**config.mk**
```make
export PLATFORM = sky130hd
export DESIGN_NAME = bmp24_pixel_stream_unpacker_flat
export DESIGN_NICKNAME = d
export VERILOG_FILES = /design/src/design/bmp24u_pkg.sv /design/src/design/bmp24u_if.sv /design/src/design/bmp24u_in_reg.sv /design/src/design/bmp24u_parser.sv /design/src/design/bmp24u_out_reg.sv /design/src/design/bmp24_pixel_stream_unpacker.sv /design/src/flat_wrapper.sv
export VERILOG_INCLUDE_DIRS = /design/src /design/src/design
export SDC_FILE = /design/constraint.sdc
export NUM_CORES = 1
export LEC_CHECK = 0
export ABC_AREA = 0
export ABC_CLOCK_PERIOD_IN_PS = 8500
export BUFFER_PORTS_ARGS = -buffer_cell sky130_fd_sc_hd__buf_2
export CORE_MARGIN = 2
export CORE_UTILIZATION = 55
export CTS_BUF_LIST = sky130_fd_sc_hd__clkbuf_4
export CTS_CLUSTER_DIAMETER = 100
export CTS_CLUSTER_SIZE = 10
export DETAILED_ROUTE_END_ITERATION = 8
export GPL_ROUTABILITY_DRIVEN = 0
export HOLD_SLACK_MARGIN = 0.08
export PLACE_DENSITY = 0.69
export SYNTH_ARGS = -nofsm -noshare
export SYNTH_HDL_FRONTEND = slang
export SYNTH_SLANG_ARGS = --single-unit
```
**constraint.sdc**
```tcl
create_clock -name clock -period 8.5 [get_ports clock]
set_input_delay 1.275 -clock clock [delete_from_list [all_inputs] [get_ports clock]]
set_output_delay 1.275 -clock clock [all_outputs]
set_load 0.1 [all_outputs]
```
**src/design/bmp24_pixel_stream_unpacker_assert.svh**
```systemverilog
// ----------------------------------------------------------------------------
// bmp24 unpacker assertion macros
// Concurrent assertion wrappers; define NO_ASSERTIONS to compile them out.
// ----------------------------------------------------------------------------
`ifndef BMP24_PIXEL_STREAM_UNPACKER_ASSERT_SVH
`define BMP24_PIXEL_STREAM_UNPACKER_ASSERT_SVH

`ifndef NO_ASSERTIONS

// same-cycle implication
`define BMP24U_ASSERT_IMPL(lbl, clk, rst, ante, cons) \
   lbl: assert property (@(posedge clk) disable iff (rst) (ante) |-> (cons)) \
      else $error("bmp24 unpacker: same-cycle check failed");

// next-cycle implication
`define BMP24U_ASSERT_NEXT(lbl, clk, rst, ante, cons) \
   lbl: assert property (@(posedge clk) disable iff (rst) (ante) |=> (cons)) \
      else $error("bmp24 unpacker: next-cycle check failed");

`else

`define BMP24U_ASSERT_IMPL(lbl, clk, rst, ante, cons)
`define BMP24U_ASSERT_NEXT(lbl, clk, rst, ante, cons)

`endif

`endif

```
**src/design/bmp24u_pkg.sv**
```systemverilog
// ----------------------------------------------------------------------------
// bmp24u_pkg
// Shared constants, result codes and item types of the 24-bit bitmap unpacker.
// ----------------------------------------------------------------------------
package bmp24u_pkg;

   // header layout
   localparam int HDR_LEN    = 54;
   localparam int WIDTH_OFS  = 18;
   localparam int HEIGHT_OFS = 22;
   localparam int DEPTH_OFS  = 28;
   localparam int WORD_BYTES = 4;
   localparam int BPP_24     = 24;
   localparam int POS_W      = 6;

   // field widths
   localparam int BYTE_W    = 8;
   localparam int WORD_W    = 32;
   localparam int KIND_W    = 2;
   localparam int DIM_OUT_W = 13;
   localparam int INDEX_W   = 24;

   // result codes
   typedef enum logic [KIND_W-1:0] {
      KIND_PIXEL  = 2'd0,
      KIND_HEADER = 2'd1,
      KIND_ERROR  = 2'd2
   } kind_type;

   // one input transfer
   typedef struct packed {
      logic              file_start;
      logic [BYTE_W-1:0] data_byte;
   } in_item_type;

   // one result transfer
   typedef struct packed {
      kind_type             kind;
      logic [BYTE_W-1:0]    red;
      logic [BYTE_W-1:0]    green;
      logic [BYTE_W-1:0]    blue;
      logic [INDEX_W-1:0]   pixel_index;
      logic [DIM_OUT_W-1:0] image_width;
      logic [DIM_OUT_W-1:0] image_height;
      logic                 last_pixel;
   } result_type;

   // input register to parser
   typedef struct packed {
      logic        valid;
      in_item_type item;
   } in_stage_type;

endpackage

```
**src/design/bmp24u_if.sv**
```systemverilog
// ----------------------------------------------------------------------------
// bmp24u channel interfaces
// Valid/ready channels for the raw byte stream and for the result stream.
// ----------------------------------------------------------------------------

// raw file bytes
interface bmp24u_req_if;
   logic                         valid;
   logic                         ready;
   logic                         file_start;
   logic [bmp24u_pkg::BYTE_W-1:0] data_byte;

   modport source (output valid, output file_start, output data_byte, input ready);
   modport sink   (input valid, input file_start, input data_byte, output ready);
endinterface

// pixels, header status and errors
interface bmp24u_rsp_if;
   logic                            valid;
   logic                            ready;
   logic [bmp24u_pkg::KIND_W-1:0]    kind;
   logic [bmp24u_pkg::BYTE_W-1:0]    red;
   logic [bmp24u_pkg::BYTE_W-1:0]    green;
   logic [bmp24u_pkg::BYTE_W-1:0]    blue;
   logic [bmp24u_pkg::INDEX_W-1:0]   pixel_index;
   logic [bmp24u_pkg::DIM_OUT_W-1:0] image_width;
   logic [bmp24u_pkg::DIM_OUT_W-1:0] image_height;
   logic                            last_pixel;

   modport source (output valid, output kind, output red, output green, output blue,
                   output pixel_index, output image_width, output image_height,
                   output last_pixel, input ready);
   modport sink   (input valid, input kind, input red, input green, input blue,
                   input pixel_index, input image_width, input image_height,
                   input last_pixel, output ready);
endinterface

```
**src/design/bmp24u_in_reg.sv**
```systemverilog
// ----------------------------------------------------------------------------
// bmp24u_in_reg
// Input register: captures one byte transfer and holds it until the parser
// takes it.
// ----------------------------------------------------------------------------
module bmp24u_in_reg (
   input  logic                     clock,
   input  logic                     reset,
   bmp24u_req_if.sink               req_ch,
   input  logic                     take,
   output bmp24u_pkg::in_stage_type stage
);

   logic                    valid_ff;
   logic                    valid_in;
   bmp24u_pkg::in_item_type item_ff;
   logic                    req_fire;

   // free when empty or drained this cycle
   assign req_ch.ready = !valid_ff || take;
   assign req_fire     = req_ch.valid && req_ch.ready;
   assign valid_in     = req_fire || (valid_ff && !take);

   always_ff @(posedge clock) begin
      if (reset) begin
         valid_ff <= 1'b0;
      end else begin
         valid_ff <= valid_in;
      end
   end

   // payload capture
   always_ff @(posedge clock) begin
      if (req_fire) begin
         item_ff.file_start <= req_ch.file_start;
         item_ff.data_byte  <= req_ch.data_byte;
      end
   end

   assign stage.valid = valid_ff;
   assign stage.item  = item_ff;

endmodule

```
**src/design/bmp24u_parser.sv**
```systemverilog
// ----------------------------------------------------------------------------
// bmp24u_parser
// Header capture and check, BGR triple assembly, row padding skip and
// destination index tracking; one byte per cycle while take is high.
// ----------------------------------------------------------------------------
module bmp24u_parser #(
   parameter int MAX_DIM = 4096
) (
   input  logic                    clock,
   input  logic                    reset,
   input  logic                    take,
   input  bmp24u_pkg::in_item_type item,
   output logic                    res_valid,
   output bmp24u_pkg::result_type  res
);

   localparam int DIM_W   = $clog2(MAX_DIM + 1);
   localparam int POS_W   = bmp24u_pkg::POS_W;
   localparam int BYTE_W  = bmp24u_pkg::BYTE_W;
   localparam int WORD_W  = bmp24u_pkg::WORD_W;
   localparam int INDEX_W = bmp24u_pkg::INDEX_W;
   localparam int OUT_W   = bmp24u_pkg::DIM_OUT_W;

   typedef enum logic [1:0] {
      PH_HEADER,
      PH_PIXELS,
      PH_DONE,
      PH_ERROR
   } phase_type;

   typedef enum logic [1:0] {
      CH_BLUE,
      CH_GREEN,
      CH_RED
   } chan_type;

   // control state
   phase_type          phase_ff, phase_in;
   logic [POS_W-1:0]   pos_ff, pos_in;
   chan_type           chan_ff, chan_in;
   logic [1:0]         pad_ff, pad_in;
   logic [DIM_W-1:0]   col_ff, col_in;
   logic [DIM_W-1:0]   rows_ff, rows_in;
   logic [INDEX_W-1:0] next_ff, next_in;

   // captured payload
   logic [WORD_W-1:0]  width_word_ff, width_word_in;
   logic [WORD_W-1:0]  height_word_ff, height_word_in;
   logic [WORD_W-1:0]  depth_word_ff, depth_word_in;
   logic [BYTE_W-1:0]  blue_ff, blue_in;
   logic [BYTE_W-1:0]  green_ff, green_in;
   logic [1:0]         row_pad_ff, row_pad_in;
   logic [INDEX_W-1:0] prod_ff, prod_in;

   // working signals
   phase_type          cur_phase;
   logic [POS_W-1:0]   cur_pos;
   logic [POS_W-1:0]   off_w, off_h, off_d;
   logic               in_w, in_h, in_d;
   logic               hdr_bad;
   logic [INDEX_W-1:0] height_m1;
   logic [2*INDEX_W-1:0] prod_full;
   logic [DIM_W-1:0]   wdim;
   logic [DIM_W-1:0]   col_inc;
   logic               row_end;
   logic               last_row;
   logic [INDEX_W-1:0] idx_inc;

   // a start flag restarts header parsing at this byte
   assign cur_phase = item.file_start ? PH_HEADER : phase_ff;
   assign cur_pos   = item.file_start ? '0 : pos_ff;

   // byte lanes of the three header words
   assign off_w = cur_pos - POS_W'(bmp24u_pkg::WIDTH_OFS);
   assign off_h = cur_pos - POS_W'(bmp24u_pkg::HEIGHT_OFS);
   assign off_d = cur_pos - POS_W'(bmp24u_pkg::DEPTH_OFS);
   assign in_w  = off_w < POS_W'(bmp24u_pkg::WORD_BYTES);
   assign in_h  = off_h < POS_W'(bmp24u_pkg::WORD_BYTES);
   assign in_d  = off_d < POS_W'(bmp24u_pkg::WORD_BYTES);

   // header check on settled words
   assign hdr_bad = (depth_word_ff != WORD_W'(bmp24u_pkg::BPP_24)) ||
                    (width_word_ff > WORD_W'(MAX_DIM)) ||
                    (height_word_ff > WORD_W'(MAX_DIM));

   // start index of the bottom row, registered ahead of header end
   assign height_m1 = height_word_ff[INDEX_W-1:0] - INDEX_W'(1);
   assign prod_full = height_m1 * width_word_ff[INDEX_W-1:0];
   assign prod_in   = prod_full[INDEX_W-1:0];

   // row position of the current pixel
   assign wdim     = width_word_ff[DIM_W-1:0];
   assign col_inc  = col_ff + DIM_W'(1);
   assign row_end  = col_inc == wdim;
   assign last_row = rows_ff == DIM_W'(1);
   assign idx_inc  = next_ff + INDEX_W'(1);

   // next state and result
   always_comb begin
      phase_in       = phase_ff;
      pos_in         = pos_ff;
      chan_in        = chan_ff;
      pad_in         = pad_ff;
      col_in         = col_ff;
      rows_in        = rows_ff;
      next_in        = next_ff;
      width_word_in  = width_word_ff;
      height_word_in = height_word_ff;
      depth_word_in  = depth_word_ff;
      blue_in        = blue_ff;
      green_in       = green_ff;
      row_pad_in     = row_pad_ff;
      res_valid      = 1'b0;
      res            = '0;
      if (take) begin
         case (cur_phase)
            PH_HEADER: begin
               phase_in = PH_HEADER;
               pos_in   = cur_pos + POS_W'(1);
               if (in_w) begin
                  width_word_in[{off_w[1:0], 3'b000} +: BYTE_W] = item.data_byte;
               end
               if (in_h) begin
                  height_word_in[{off_h[1:0], 3'b000} +: BYTE_W] = item.data_byte;
               end
               if (in_d) begin
                  depth_word_in[{off_d[1:0], 3'b000} +: BYTE_W] = item.data_byte;
               end
               if (cur_pos == POS_W'(bmp24u_pkg::HDR_LEN - 1)) begin
                  res_valid = 1'b1;
                  if (hdr_bad) begin
                     phase_in = PH_ERROR;
                     res.kind = bmp24u_pkg::KIND_ERROR;
                  end else begin
                     res.kind         = bmp24u_pkg::KIND_HEADER;
                     res.image_width  = width_word_ff[OUT_W-1:0];
                     res.image_height = height_word_ff[OUT_W-1:0];
                     col_in           = '0;
                     rows_in          = height_word_ff[DIM_W-1:0];
                     chan_in          = CH_BLUE;
                     pad_in           = '0;
                     // rows of 3*width bytes pad to 4: pad equals width mod 4
                     row_pad_in       = width_word_ff[1:0];
                     if ((width_word_ff == '0) || (height_word_ff == '0)) begin
                        phase_in = PH_DONE;
                        next_in  = '0;
                     end else begin
                        phase_in = PH_PIXELS;
                        next_in  = prod_ff;
                     end
                  end
               end
            end
            PH_PIXELS: begin
               if (pad_ff != 2'd0) begin
                  pad_in = pad_ff - 2'd1;
               end else begin
                  case (chan_ff)
                     CH_BLUE: begin
                        blue_in = item.data_byte;
                        chan_in = CH_GREEN;
                     end
                     CH_GREEN: begin
                        green_in = item.data_byte;
                        chan_in  = CH_RED;
                     end
                     CH_RED: begin
                        chan_in         = CH_BLUE;
                        res_valid       = 1'b1;
                        res.kind        = bmp24u_pkg::KIND_PIXEL;
                        res.red         = item.data_byte;
                        res.green       = green_ff;
                        res.blue        = blue_ff;
                        res.pixel_index = next_ff;
                        res.last_pixel  = last_row && row_end;
                        if (row_end) begin
                           col_in  = '0;
                           rows_in = rows_ff - DIM_W'(1);
                           // step back to the start of the row above
                           next_in = idx_inc - {width_word_ff[INDEX_W-2:0], 1'b0};
                           if (last_row) begin
                              phase_in = PH_DONE;
                           end else begin
                              pad_in = row_pad_ff;
                           end
                        end else begin
                           col_in  = col_inc;
                           next_in = idx_inc;
                        end
                     end
                     default: begin
                        chan_in = CH_BLUE;
                     end
                  endcase
               end
            end
            default: begin
               // done or error: bytes ignored until a new file starts
            end
         endcase
      end
   end

   // control state
   always_ff @(posedge clock) begin
      if (reset) begin
         phase_ff <= PH_HEADER;
         pos_ff   <= '0;
         chan_ff  <= CH_BLUE;
         pad_ff   <= '0;
         col_ff   <= '0;
         rows_ff  <= '0;
         next_ff  <= '0;
      end else begin
         phase_ff <= phase_in;
         pos_ff   <= pos_in;
         chan_ff  <= chan_in;
         pad_ff   <= pad_in;
         col_ff   <= col_in;
         rows_ff  <= rows_in;
         next_ff  <= next_in;
      end
   end

   // payload registers
   always_ff @(posedge clock) begin
      width_word_ff  <= width_word_in;
      height_word_ff <= height_word_in;
      depth_word_ff  <= depth_word_in;
      blue_ff        <= blue_in;
      green_ff       <= green_in;
      row_pad_ff     <= row_pad_in;
      prod_ff        <= prod_in;
   end

endmodule

```
**src/design/bmp24u_out_reg.sv**
```systemverilog
// ----------------------------------------------------------------------------
// bmp24u_out_reg
// Result register: holds one result transfer until the receiver takes it.
// ----------------------------------------------------------------------------
module bmp24u_out_reg (
   input  logic                   clock,
   input  logic                   reset,
   input  logic                   load,
   input  bmp24u_pkg::result_type res,
   output logic                   out_free,
   bmp24u_rsp_if.source           rsp_ch
);

   logic                   valid_ff;
   logic                   valid_in;
   bmp24u_pkg::result_type res_ff;

   // free when empty or being taken this cycle
   assign out_free = !valid_ff || rsp_ch.ready;
   assign valid_in = load || (valid_ff && !rsp_ch.ready);

   always_ff @(posedge clock) begin
      if (reset) begin
         valid_ff <= 1'b0;
      end else begin
         valid_ff <= valid_in;
      end
   end

   // payload capture
   always_ff @(posedge clock) begin
      if (load) begin
         res_ff <= res;
      end
   end

   assign rsp_ch.valid        = valid_ff;
   assign rsp_ch.kind         = res_ff.kind;
   assign rsp_ch.red          = res_ff.red;
   assign rsp_ch.green        = res_ff.green;
   assign rsp_ch.blue         = res_ff.blue;
   assign rsp_ch.pixel_index  = res_ff.pixel_index;
   assign rsp_ch.image_width  = res_ff.image_width;
   assign rsp_ch.image_height = res_ff.image_height;
   assign rsp_ch.last_pixel   = res_ff.last_pixel;

endmodule

```
**src/design/bmp24_pixel_stream_unpacker.sv**
```systemverilog
// ----------------------------------------------------------------------------
// bmp24_pixel_stream_unpacker
// Unpacks a 24-bit bitmap file, one byte per req_ch transfer, into rsp_ch
// results: one header-accepted or format-error result after byte 53, then
// one RGB pixel with its top-down index per BGR triple, bottom row first.
// Set file_start on the first byte of each file; row padding and bytes past
// the image cause no result. An accepted byte is held in the input register;
// its result is parsed into the result register and transfers on rsp_ch.
// One byte is accepted every cycle, set by the single parse stage, while
// the receiver keeps up. A stalled receiver holds the result register; the
// input register then takes a byte only while empty, and ready stays low
// until the result is taken.
// Reset empties both registers and parses from header byte 0.
// ----------------------------------------------------------------------------
`include "bmp24_pixel_stream_unpacker_assert.svh"

module bmp24_pixel_stream_unpacker #(
   parameter int MAX_DIM = 4096
) (
   input logic          clock,
   input logic          reset,
   bmp24u_req_if.sink   req_ch,
   bmp24u_rsp_if.source rsp_ch
);

   bmp24u_pkg::in_stage_type stage;
   bmp24u_pkg::result_type   res;
   logic                     res_valid;
   logic                     out_free;
   logic                     take;
   logic                     pixel_out;
   logic                     status_out;
   logic                     dims_clear;
   logic                     index_clear;

   // parser takes a byte when the result register can accept
   assign take = stage.valid && out_free;

   bmp24u_in_reg u_in_reg (
      .clock  (clock),
      .reset  (reset),
      .req_ch (req_ch),
      .take   (take),
      .stage  (stage)
   );

   bmp24u_parser #(
      .MAX_DIM (MAX_DIM)
   ) u_parser (
      .clock     (clock),
      .reset     (reset),
      .take      (take),
      .item      (stage.item),
      .res_valid (res_valid),
      .res       (res)
   );

   bmp24u_out_reg u_out_reg (
      .clock    (clock),
      .reset    (reset),
      .load     (take && res_valid),
      .res      (res),
      .out_free (out_free),
      .rsp_ch   (rsp_ch)
   );

   // result kind and field terms for the checks
   assign pixel_out   = rsp_ch.valid && (rsp_ch.kind == bmp24u_pkg::KIND_PIXEL);
   assign status_out  = rsp_ch.valid && (rsp_ch.kind != bmp24u_pkg::KIND_PIXEL);
   assign dims_clear  = (rsp_ch.image_width == '0) && (rsp_ch.image_height == '0);
   assign index_clear = (rsp_ch.pixel_index == '0) && (rsp_ch.last_pixel == 1'b0);

   // checks
   `BMP24U_ASSERT_IMPL(a_pixel_no_dims, clock, reset, pixel_out, dims_clear)
   `BMP24U_ASSERT_IMPL(a_status_no_pixel, clock, reset, status_out, index_clear)
   `BMP24U_ASSERT_NEXT(a_byte_kept, clock, reset, stage.valid && !take, stage.valid)

endmodule
```
**src/flat_wrapper.sv**
```systemverilog
// flat-port wrapper written by rule: the top's interface ports become plain ports
module bmp24_pixel_stream_unpacker_flat 
#(
   parameter int MAX_DIM = 4096
)
  (clock, reset, req_ch_valid, req_ch_file_start, req_ch_data_byte, req_ch_ready, rsp_ch_valid, rsp_ch_kind, rsp_ch_red, rsp_ch_green, rsp_ch_blue, rsp_ch_pixel_index, rsp_ch_image_width, rsp_ch_image_height, rsp_ch_last_pixel, rsp_ch_ready);
  bmp24u_req_if req_ch_i ();
  bmp24u_rsp_if rsp_ch_i ();
  input logic clock;
  input logic reset;
  input wire logic [$bits(req_ch_i.valid)-1:0] req_ch_valid;
  input wire logic [$bits(req_ch_i.file_start)-1:0] req_ch_file_start;
  input wire logic [$bits(req_ch_i.data_byte)-1:0] req_ch_data_byte;
  output wire logic [$bits(req_ch_i.ready)-1:0] req_ch_ready;
  output wire logic [$bits(rsp_ch_i.valid)-1:0] rsp_ch_valid;
  output wire logic [$bits(rsp_ch_i.kind)-1:0] rsp_ch_kind;
  output wire logic [$bits(rsp_ch_i.red)-1:0] rsp_ch_red;
  output wire logic [$bits(rsp_ch_i.green)-1:0] rsp_ch_green;
  output wire logic [$bits(rsp_ch_i.blue)-1:0] rsp_ch_blue;
  output wire logic [$bits(rsp_ch_i.pixel_index)-1:0] rsp_ch_pixel_index;
  output wire logic [$bits(rsp_ch_i.image_width)-1:0] rsp_ch_image_width;
  output wire logic [$bits(rsp_ch_i.image_height)-1:0] rsp_ch_image_height;
  output wire logic [$bits(rsp_ch_i.last_pixel)-1:0] rsp_ch_last_pixel;
  input wire logic [$bits(rsp_ch_i.ready)-1:0] rsp_ch_ready;
  assign req_ch_i.valid = req_ch_valid;
  assign req_ch_i.file_start = req_ch_file_start;
  assign req_ch_i.data_byte = req_ch_data_byte;
  assign req_ch_ready = req_ch_i.ready;
  assign rsp_ch_valid = rsp_ch_i.valid;
  assign rsp_ch_kind = rsp_ch_i.kind;
  assign rsp_ch_red = rsp_ch_i.red;
  assign rsp_ch_green = rsp_ch_i.green;
  assign rsp_ch_blue = rsp_ch_i.blue;
  assign rsp_ch_pixel_index = rsp_ch_i.pixel_index;
  assign rsp_ch_image_width = rsp_ch_i.image_width;
  assign rsp_ch_image_height = rsp_ch_i.image_height;
  assign rsp_ch_last_pixel = rsp_ch_i.last_pixel;
  assign rsp_ch_i.ready = rsp_ch_ready;
  bmp24_pixel_stream_unpacker #(.MAX_DIM(MAX_DIM)) u_core (.clock(clock), .reset(reset), .req_ch(req_ch_i), .rsp_ch(rsp_ch_i));
endmodule
```
* Yosys cells after proc, flatten, opt, wreduce, memory -nomap -nowiden
Index checks and enable logic that the tools add are counted.
Storage, ports and cells: register bits 288, memories kept 0, RAM bits 0, ROM bits 0, bits in latches 0, logic and storage cells 161
Operators by class: equality and inequality tests 16, magnitude comparators 5, div/mod/pow operators 0, multiply operators 1, muxes and demuxes 50, bitwise logic cells 7, reductions and logical operators 37, shifts and indexed selects 6, $add $sub $neg 13
Operators with widths (count):
- two-way mux 24 bit | 6
- two-way mux 13 bit | 10
- bitwise mux 32 bit | 3
- variable shift 8 x 7 -> 32 bit, first input constant | 3
- indexed part select 8 x 7 -> 32 bit | 3
- > comparator 32 x 13 -> 1 bit, second input constant | 2
- logical NOT 32 bit | 2
- one-hot mux 13 bit (2 select lines) | 2
- one-hot mux 24 bit (2 select lines) | 1
- two-way mux 2 bit | 17
- != test 32 x 5 -> 1 bit, second input constant | 1
- adder 24 x 1 -> 24 bit, second input constant | 1
- multiplier 24 x 24 -> 24 bit | 1
- subtractor 24 x 1 -> 24 bit, second input constant | 1
- subtractor 24 bit | 1
- negation 5 -> 7 bit | 3
- one-hot mux 2 bit (2 select lines) | 5
- less-than comparator 6 x 3 -> 1 bit, second input constant | 3
- subtractor 6 x 5 -> 6 bit, second input constant | 3
- AND reduction 7 bit | 2
- adder 13 x 1 -> 13 bit, second input constant | 1
- == test 13 x 1 -> 1 bit, second input constant | 1
- == test 13 bit | 1
- subtractor 13 x 1 -> 13 bit, second input constant | 1
- 24 further kinds | 61

* Longest topological paths before layout
Gate-level depths: netlist (run 1).
depth in word-level cells 7, mapped depth 31

* Hierarchy
A second synthesis (run 1) with hierarchy kept.
Unflattened totals: cells, all modules 2355, area total of the unflattened synthesis 22571.6 µm²
By module, submodules not included:
- bmp24u_parser | area each 19867.8 µm², times used 1, seq. area each 5144.9 µm², cells an instance 2257
- bmp24u_out_reg | area each 2358.5 µm², times used 1, seq. area each 2332.2 µm², cells an instance 81
- bmp24u_in_reg | area each 332.8 µm², times used 1, seq. area each 290.3 µm², cells an instance 15
- bmp24_pixel_stream_unpacker | area each 12.5 µm², times used 1, seq. area each 0.0 µm², cells an instance 2

* Least setup slack after synthesis (run 1)
No wires, ideal clock.
kind reg2reg, from register u_core.u_parser.height_word_ff[5], to register u_core.u_parser.prod_ff[23], cell stages (with the launch flop) 28, required time 8.380 ns, buffers on the path 1, library setup time 0.120 ns, arrival time 7.222 ns, path slack 1.158 ns, cells stage by stage edfxtp_1 -> nor4_4 -> nand2_1 -> or3_1 -> xnor2_1 -> clkbuf_1 -> nand2_1 -> fa_1 -> fa_1 -> fa_1 -> inv_1 -> ha_1 -> fa_1 -> inv_1 -> fa_1 -> fa_1 -> inv_1 -> ha_1 -> or4_1 -> o21ai_0 -> a211oi_1 -> nor2_1 -> a21oi_1 -> o21a_1 -> o21a_1 -> o211ai_1 -> o21ai_0 -> xnor2_1
On the way: cells in the longest elaborated chain, start to end 2
Ends and longest elaborated chain:
- from (decl) | RTL line bmp24u_parser.sv:48 | logic [WORD_W-1:0] height_word_ff, height_word_in;
- from (signal assigned) | RTL line bmp24u_parser.sv:228 | height_word_ff <= height_word_in;
- subtractor 24 x 1 -> 24 bit | RTL line bmp24u_parser.sv:87 | assign height_m1 = height_word_ff[INDEX_W-1:0] - INDEX_W'(1);
- multiplier 24 x 24 -> 24 bit | RTL line bmp24u_parser.sv:88 | assign prod_full = height_m1 * width_word_ff[INDEX_W-1:0];
- via u_core.u_parser.prod_full[23] | RTL line bmp24u_parser.sv:62 | logic [2*INDEX_W-1:0] prod_full;
- to (signal assigned) | RTL line bmp24u_parser.sv:233 | prod_ff <= prod_in;
- to (decl) | RTL line bmp24u_parser.sv:53 | logic [INDEX_W-1:0] prod_ff, prod_in;
The timed path passes the listed nets, and every way through them passes these cells. A chain may end at the register's enable or synchronous reset.

* Worst setup path in the final report (run 1)
from register u_core.u_parser.height_word_ff[0], to register u_core.u_parser.prod_ff[23]
Same word-level chain as after synthesis.

==> results.json, run 1 <==
{
  "status": "finished, final reports clean",
  "cts_resized": 0,
  "r2r-start": "u_core.u_parser.height_word_ff[0]$_DFFE_PP_",
  "fin_setup_tns_ns": 0,
  "post_cts_buffers": 0,
  "r2r-end": "u_core.u_parser.prod_ff[23]$_DFF_P_",
  "rrSetupSlack_ns": 0.53,
  "grt_setup_unrepaired": "false",
  "cp.required_ns": 9.13,
  "via_count": 17100,
  "setup_viol": 0,
  "synth-edff-count": 200,
  "htree_levels": 2,
  "fin_nets": 2752,
  "whs_ns": 0.488,
  "path_max_fanout": 8,
  "insertion_delay_ns": 0.72,
  "clock_path_buffers": 3,
  "synthArstFlopShare": 0,
  "ys.warnings.count": 0,
  "maxCapViolCount": 0,
  "die_y_microns": 206,
  "crit_path_start_kind": "flip-flop",
  "detail_route.wl_per_cell_microns": 20.6,
  "reg2regPathDepth": 27,
  "synth.cell_area_sq_um": 22500,
  "clock-root-buffer": "clkbuf_4",
  "slew_headroom": 0.258,
  "syn_inst": 2319,
  "regArea_sq_um": 7770,
  "grt_pass1_wl_microns": 95300,
  "crit_path_top_delay_cell": "xnor2_1",
  "power.density_nw_per_um2": 99.3,
  "slew_viol_final": 0,
  "fin_skew_ns": 0.0546,
  "critPathMaxStageDelay_ns": 0.68,
  "synth_nets": 2665,
  "numCtsBuffers": 35,
  "viasPerCell": 5.77,
  "drt_pass1_iterations": 6,
  "arrival_ns": 8.60,
  "clkSinkCount": 288,
  "drt_iter0_markers": 1674,
  "ir_worst_vdd_mv": 0.127,
  "design.die.area_sq_um": 42600,
  "drt_wl_total_microns": 61000,
  "hpwl_microns": 46000,
  "cp_common_cell": "fa_1",
  "hold_violations": 0,
  "hold_class": "flip-flop to flip-flop",
  "hold_path_depth": 2,
  "fin_crit_sh": 0.938,
  "dpl_worst_slack_ns": 0.633,
  "drive_above_1_share": 0.0925,
  "ctsHoldBuffers": 0,
  "antenna_found_initial": 2,
  "grt_max_degree": 69,
  "core_sq_um": 40600,
  "hold_end": "u_core.u_parser.pad_ff[1]$_SDFFE_PP0P_",
  "worstHoldStart": "u_core.u_parser.row_pad_ff[1]$_DFFE_PP_",
  "avgSynthCellArea_sq_um": 9.71,
  "tightest_slew_ns": 1.10,
  "nFillCells": 3486,
  "synthFlopType": "edfxtp_1",
  "ys_seq_area_frac": 0.345,
  "drc_errors": 0,
  "initial_utilization": 0.554,
  "num_io_pins": 92,
  "antenna_left": 0,
  "ys_ff_latch": 288,
  "numPortBuffers": 91,
  "crit_type": "flip-flop to flip-flop",
  "fin_ws_ns": 0.531,
  "cts_tree": "yes",
  "die_w_microns": 206,
  "max_freq_mhz": 125,
  "syn2layout_area_growth_pct": 7.26,
  "row_count": 74,
  "synth_cell_type_count": 74,
  "grt_usage": 0.294,
  "clk_pin_slew_ns": 0.12,
  "p_leak_nw": 9.81,
  "grt_pass1_vias": 17300,
  "grt-ovfl-total": 0,
  "crit_path_end_kind": "flip-flop",
  "multi_input_area_sq_um": 13200,
  "layout_min_cycle_time_ns": 7.97
}
per-layer routing:
metal	routed length, microns	GRT usage	vias to the layer above
met5	22	0	-
met2	28900	0.484	757
met3	4410	0.0448	180
met1	24800	0.385	8359
li1	-	-	7817
met4	2950	0.133	4
flip-flops by register name (all words and copies together) (netlist names), 9 cells and up:
register and count:
u_core.u_in_reg.stage 9, u_core.u_out_reg.rsp_ch.image_height 13, u_core.u_out_reg.rsp_ch.image_width 13, u_core.u_out_reg.rsp_ch.pixel_index 24, u_core.u_parser.col_ff 13, u_core.u_parser.depth_word_ff 32
u_core.u_parser.height_word_ff 32, u_core.u_parser.next_ff 24, u_core.u_parser.prod_ff 24, u_core.u_parser.rows_ff 13, u_core.u_parser.width_word_ff 32
cell type report:
class / count / share of cell area
multi-input cells: 1619 / 0.546
flip-flops and latches: 288 / 0.322
inverters: 321 / 0.0499
repair buffers: 141 / 0.0344
well taps: 532 / 0.0276
clock buffers: 58 / 0.0180
clock inverters: 6 / 0.00243
diodes: 1 / 0.000104
worst max-delay path by stage:
stage | slack [ns] | end | start | cells past startpoint
final | 0.53 | u_core.u_parser.prod_ff[23]$_DFF_P_ | u_core.u_parser.height_word_ff[0]$_DFFE_PP_ | 27
after global placement | 0.71 | u_core.u_parser.prod_ff[23]$_DFF_P_ | u_core.u_parser.height_word_ff[0]$_DFFE_PP_ | 25
after floorplan | 1.16 | u_core.u_parser.prod_ff[23]$_DFF_P_ | u_core.u_parser.height_word_ff[5]$_DFFE_PP_ | 27
after CTS | 0.63 | u_core.u_parser.prod_ff[23]$_DFF_P_ | u_core.u_parser.height_word_ff[0]$_DFFE_PP_ | 25
after detailed placement | 0.63 | u_core.u_parser.prod_ff[23]$_DFF_P_ | u_core.u_parser.height_word_ff[5]$_DFFE_PP_ | 26
after global routing | 0.12 | u_core.u_parser.prod_ff[23]$_DFF_P_ | u_core.u_parser.height_word_ff[0]$_DFFE_PP_ | 27
cell usage after synthesis, drive strengths merged, types with 12 or more instances:
cell type | count | area [sq um]
nand2b | 28 | 175
nand4 | 14 | 87.6
or4 | 13 | 105
clkbuf | 78 | 293
nor2b | 15 | 93.8
a21oi | 88 | 440
inv | 315 | 1180
and2 | 179 | 1120
buf | 13 | 71.3
and3 | 21 | 131
o21a | 12 | 90.1
edfxtp | 200 | 6010
dfxtp | 88 | 1760
nand3 | 32 | 160
fa | 214 | 4280
xnor2 | 94 | 838
ha | 119 | 1490
nand2 | 225 | 847
nor3 | 61 | 310
xor2 | 47 | 419
nor2 | 205 | 774
or3 | 16 | 100
o21ai | 52 | 260
a21o | 14 | 105
a211oi | 16 | 125
a221oi | 15 | 131
nor4 | 44 | 309
cell families (layout without fill, tap and decap cells):
group           Yosys count  count (layout)  synth area share
simple gates            881             881             0.197
other cells               0               1                 0
buf+inv                 412             526            0.0697
flops                   288             288             0.345
fa+ha+maj               333             333             0.256
compound gates          256             256            0.0723
xor+xnor                142             142            0.0568
mux                       7               7           0.00328
critical path, delay by kind of cell (launching register included):
kind / cells / cell delay [ns]
AO/OA/AOI/OAI: 6 / 1.09
XOR/XNOR: 2 / 0.83
adder cells (fa/ha/maj): 9 / 4.09
buffers and inverters: 7 / 0.46
flip-flops: 1 / 0.46
AND/OR/NAND/NOR: 3 / 0.93
power by group:
part / switching (mW) / total, mW / leakage (nW) / internal, mW
Sequential: 0.0175 / 1.51 / 2.29 / 1.49
Clock: 0.484 / 0.826 / 0.297 / 0.342
Combinational: 0.0391 / 0.0612 / 7.22 / 0.0221
Total: 0.540 / 2.40 / 9.81 / 1.86
layout by cell type, fill, tap and decap left out, types with 12 or more instances in the layout:
| master | synthesis | final |
|---|---|---|
| inv_1 | 315 | 314 |
| nand2_1 | 224 | 224 |
| fa_1 | 214 | 214 |
| nor2_1 | 203 | 201 |
| edfxtp_1 | 200 | 200 |
| and2_1 | 178 | 178 |
| ha_1 | 119 | 119 |
| xnor2_1 | 92 | 92 |
| buf_2 | 9 | 91 |
| a21oi_1 | 88 | 88 |
| dfxtp_1 | 88 | 88 |
| nor3_1 | 60 | 60 |
| clkbuf_4 | 0 | 58 |
| o21ai_0 | 50 | 50 |
| buf_4 | 1 | 50 |
| xor2_1 | 46 | 46 |
| nor4_1 | 40 | 40 |
| nand3_1 | 32 | 32 |
| nand2b_1 | 28 | 28 |
| and3_1 | 21 | 21 |
| or3_1 | 16 | 16 |
| nor2b_1 | 15 | 15 |
| a211oi_1 | 15 | 15 |
| a221oi_1 | 15 | 15 |
| nand4_1 | 14 | 14 |
| a21o_1 | 14 | 14 |
| o21a_1 | 12 | 12 |
stage by stage:
step	util	power (mW)	std cells	cell area [sq um]
2_1_floorplan	-	1.58	2319	22500
3_3_place_gp	0.582	1.60	2901	23700
3_5_place_dp	0.582	1.60	2901	23700
4_1_cts	0.594	2.42	2965	24100
5_1_grt	0.594	2.48	2966	24200
6_report	0.594	2.40	2966	24200
(Power assumes the default switching activity.)
==> run 2, diff against run 1 <==
--- a/config.mk
+++ b/config.mk
@@ -6,18 +6,18 @@
 export SDC_FILE = /design/constraint.sdc
 export NUM_CORES = 1
 export LEC_CHECK = 0
-export ABC_AREA = 0
+export ABC_AREA = 1
 export ABC_CLOCK_PERIOD_IN_PS = 8500
 export BUFFER_PORTS_ARGS = -buffer_cell sky130_fd_sc_hd__buf_2
 export CORE_MARGIN = 2
-export CORE_UTILIZATION = 55
+export CORE_UTILIZATION = 50
 export CTS_BUF_LIST = sky130_fd_sc_hd__clkbuf_4
 export CTS_CLUSTER_DIAMETER = 100
 export CTS_CLUSTER_SIZE = 10
 export DETAILED_ROUTE_END_ITERATION = 8
 export GPL_ROUTABILITY_DRIVEN = 0
 export HOLD_SLACK_MARGIN = 0.08
-export PLACE_DENSITY = 0.69
+export PLACE_DENSITY = 0.64
 export SYNTH_ARGS = -nofsm -noshare
 export SYNTH_HDL_FRONTEND = slang
 export SYNTH_SLANG_ARGS = --single-unit
==> results.json, run 2 <==
{
  "syn_inst": 2815,
  "avgSynthCellArea_sq_um": 8.28,
  "initial_utilization": 0.504,
  "synth.cell_area_sq_um": 23300,
  "crit_type": "flip-flop to flip-flop",
  "fin_crit_sh": 0.953,
  "num_io_pins": 92,
  "core_sq_um": 46300,
  "synth.most_common_cell": "inv_1",
  "drt_iter0_markers": 1737,
  "hpwl_microns": 53600,
  "critPathMaxStageDelay_ns": 0.60,
  "path_max_fanout": 11,
  "slew_viol_final": 0,
  "die_y_microns": 220,
  "synth_top_cell_by_area": "edfxtp_1",
  "grt_setup_unrepaired": "false",
  "ys.warnings.count": 0,
  "crit_path_top_delay_cell": "fa_1",
  "synth_cell_type_count": 57,
  "via_count": 19400,
  "grt_max_degree": 78,
  "arrival_ns": 8.75,
  "fin_skew_ns": 0.0668,
  "row_count": 79,
  "detail_route.wl_per_cell_microns": 19.5,
  "hold_violations": 0,
  "synthArstFlopShare": 0,
  "grt_pass1_wl_microns": 106000,
  "grt-ovfl-total": 0,
  "final_common_cell": "inv_1",
  "insertion_delay_ns": 0.75,
  "drc_errors": 0,
  "crit_path_end_kind": "flip-flop",
  "clock-root-buffer": "clkbuf_4",
  "hold_class": "flip-flop to flip-flop",
  "drt_pass1_iterations": 8,
  "top_regs": "u_core.u_parser.depth_word_ff: 32 flops, u_core.u_parser.height_word_ff: 32 flops, u_core.u_parser.width_word_ff: 32 flops",
  "numCtsBuffers": 36,
  "grt_pass1_vias": 19100,
  "viasPerCell": 5.47,
  "nFillCells": 4350,
  "clk_pin_slew_ns": 0.13,
  "grt_usage": 0.288,
  "design.die.area_sq_um": 48400,
  "status": "finished, final reports clean",
  "synth_top_cells_by_count": "inv_1, nand2_1, nor2_1",
  "synth-edff-count": 200,
  "cts_tree": "yes",
  "clock_path_buffers": 3,
  "synth_nets": 3161,
  "drive_above_1_share": 0.0869,
  "htree_levels": 2,
  "antenna_found_initial": 2,
  "crit_path_start_kind": "flip-flop",
  "synth_area_leaders": "edfxtp_1, fa_1, inv_1",
  "slew_headroom": 0.257,
  "ir_worst_vdd_mv": 0.119,
  "p_total_mw": 2.39,
  "cp.required_ns": 9.15,
  "setup_viol": 0,
  "ys_ff_latch": 288,
  "max_freq_mhz": 123,
  "syn2layout_area_growth_pct": 7.34,
  "fin_nets": 3258,
  "critPathBufInv": 7,
  "synthFlopType": "edfxtp_1",
  "ys_seq_area_frac": 0.333,
  "clkSinkCount": 288,
  "power.density_nw_per_um2": 95.3,
  "crit_family": "adder cells",
  "antenna_left": 0,
  "tightest_slew_ns": 1.11,
  "p_leak_nw": 12.5,
  "numPortBuffers": 91,
  "fin_setup_tns_ns": 0,
  "synth_top_cell_area_share": 0.258,
  "layout_common_cells": "inv_1, nand2_1, nor2_1",
  "maxCapViolCount": 0,
  "die_w_microns": 220,
  "layout_min_cycle_time_ns": 8.10,
  "drt_wl_total_microns": 69100
}
run 2: changes by cell type after synthesis, sizes merged, moves of 24 or more:
cell / previous run / this run
a21oi: 88 / 152
nand2b: 28 / 0
o21ai: 52 / 105
nor4: 44 / 20
inv: 315 / 551
and2: 179 / 3
nor2: 205 / 440
xnor2: 94 / 21
nand3: 32 / 121
nand2: 225 / 486
run 2: layout make-up:
type / count / area, sq um / share of cell area
Antenna cell: 1 / 2.50 / 0.000100
Clock buffer: 54 / 405 / 0.0162
Clock inverter: 6 / 66.3 / 0.00265
Inverter: 559 / 2100 / 0.0839
Multi-Input combinational cell: 1888 / 13100 / 0.524
Sequential cell: 288 / 7770 / 0.310
Tap cell: 607 / 759 / 0.0303
Timing Repair Buffer: 139 / 816 / 0.0326
run 2: per-stage QoR:
| stage | hold slack [ns] | cells | worst slack, ns | util | instance area, sq um |
|---|---|---|---|---|---|
| after floorplan | 0.449 | 2815 | 1.30 | - | 23300 |
| after global placement | 0.470 | 3481 | 0.520 | 0.531 | 24500 |
| after detailed placement | 0.474 | 3481 | 0.417 | 0.531 | 24500 |
| after CTS | 0.494 | 3541 | 0.390 | 0.541 | 25000 |
| after global routing | 0.511 | 3542 | 0.0509 | 0.541 | 25000 |
| final | 0.498 | 3542 | 0.397 | 0.541 | 25000 |
run 2: cells by family (layout without fill, tap and decap cells):
family	after synthesis	in the layout	share of synthesized area
AND/OR/NAND/NOR	1170	1170	0.211
buffers and inverters	639	758	0.105
adder cells (fa/ha/maj)	333	333	0.248
AO/OA/AOI/OAI	295	295	0.0693
flip-flops	288	288	0.333
XOR/XNOR	88	88	0.0334
multiplexers	2	2	0.000859
other	0	1	0
run 2: repair_timing:
item | 4_1_cts | 5_1_grt
hold endpoints to repair | 0 | 0
hold buffers | 0 | 0
resized for setup | 0 | 1
setup buffers | 0 | 0
setup endpoints to repair | 0 | 1
run 2: path summary, 6_finish.rpt:
path,startpoint,endpoint,slack (ns),cells past startpoint
max,u_core.u_parser.height_word_ff[0]$_DFFE_PP_,u_core.u_parser.prod_ff[23]$_DFF_P_,0.40,29
min,u_core.u_parser.phase_ff[0]$_SDFFE_PP0P_,u_core.u_parser.phase_ff[0]$_SDFFE_PP0P_,0.50,2
max reg2reg,u_core.u_parser.height_word_ff[0]$_DFFE_PP_,u_core.u_parser.prod_ff[23]$_DFF_P_,0.40,29
min reg2reg,u_core.u_parser.phase_ff[0]$_SDFFE_PP0P_,u_core.u_parser.phase_ff[0]$_SDFFE_PP0P_,0.50,2
run 2: where the power goes:
group | switching (mW) | internal (mW)
clock network | 0.502 | 0.324
registers | 0.00882 | 1.49
logic | 0.0439 | 0.0129
total | 0.555 | 1.83
run 2: worst reg2reg max path, delay by kind of cell, from the launching register on:
kind / cells / cell delay (ns)
xor+xnor: 1 / 0.22
fa+ha+maj: 8 / 4.17
buf+inv: 7 / 0.71
flops: 1 / 0.42
simple gates: 13 / 2.54
run 2: metal layers:
layer | global-route usage | vias to the layer above | share of wire
li1 | - | 9014 | -
met1 | 0.371 | 9307 | 0.40
met2 | 0.467 | 849 | 0.46
met3 | 0.0548 | 219 | 0.080
met4 | 0.136 | 2 | 0.054
met5 | 0 | - | 0.00017
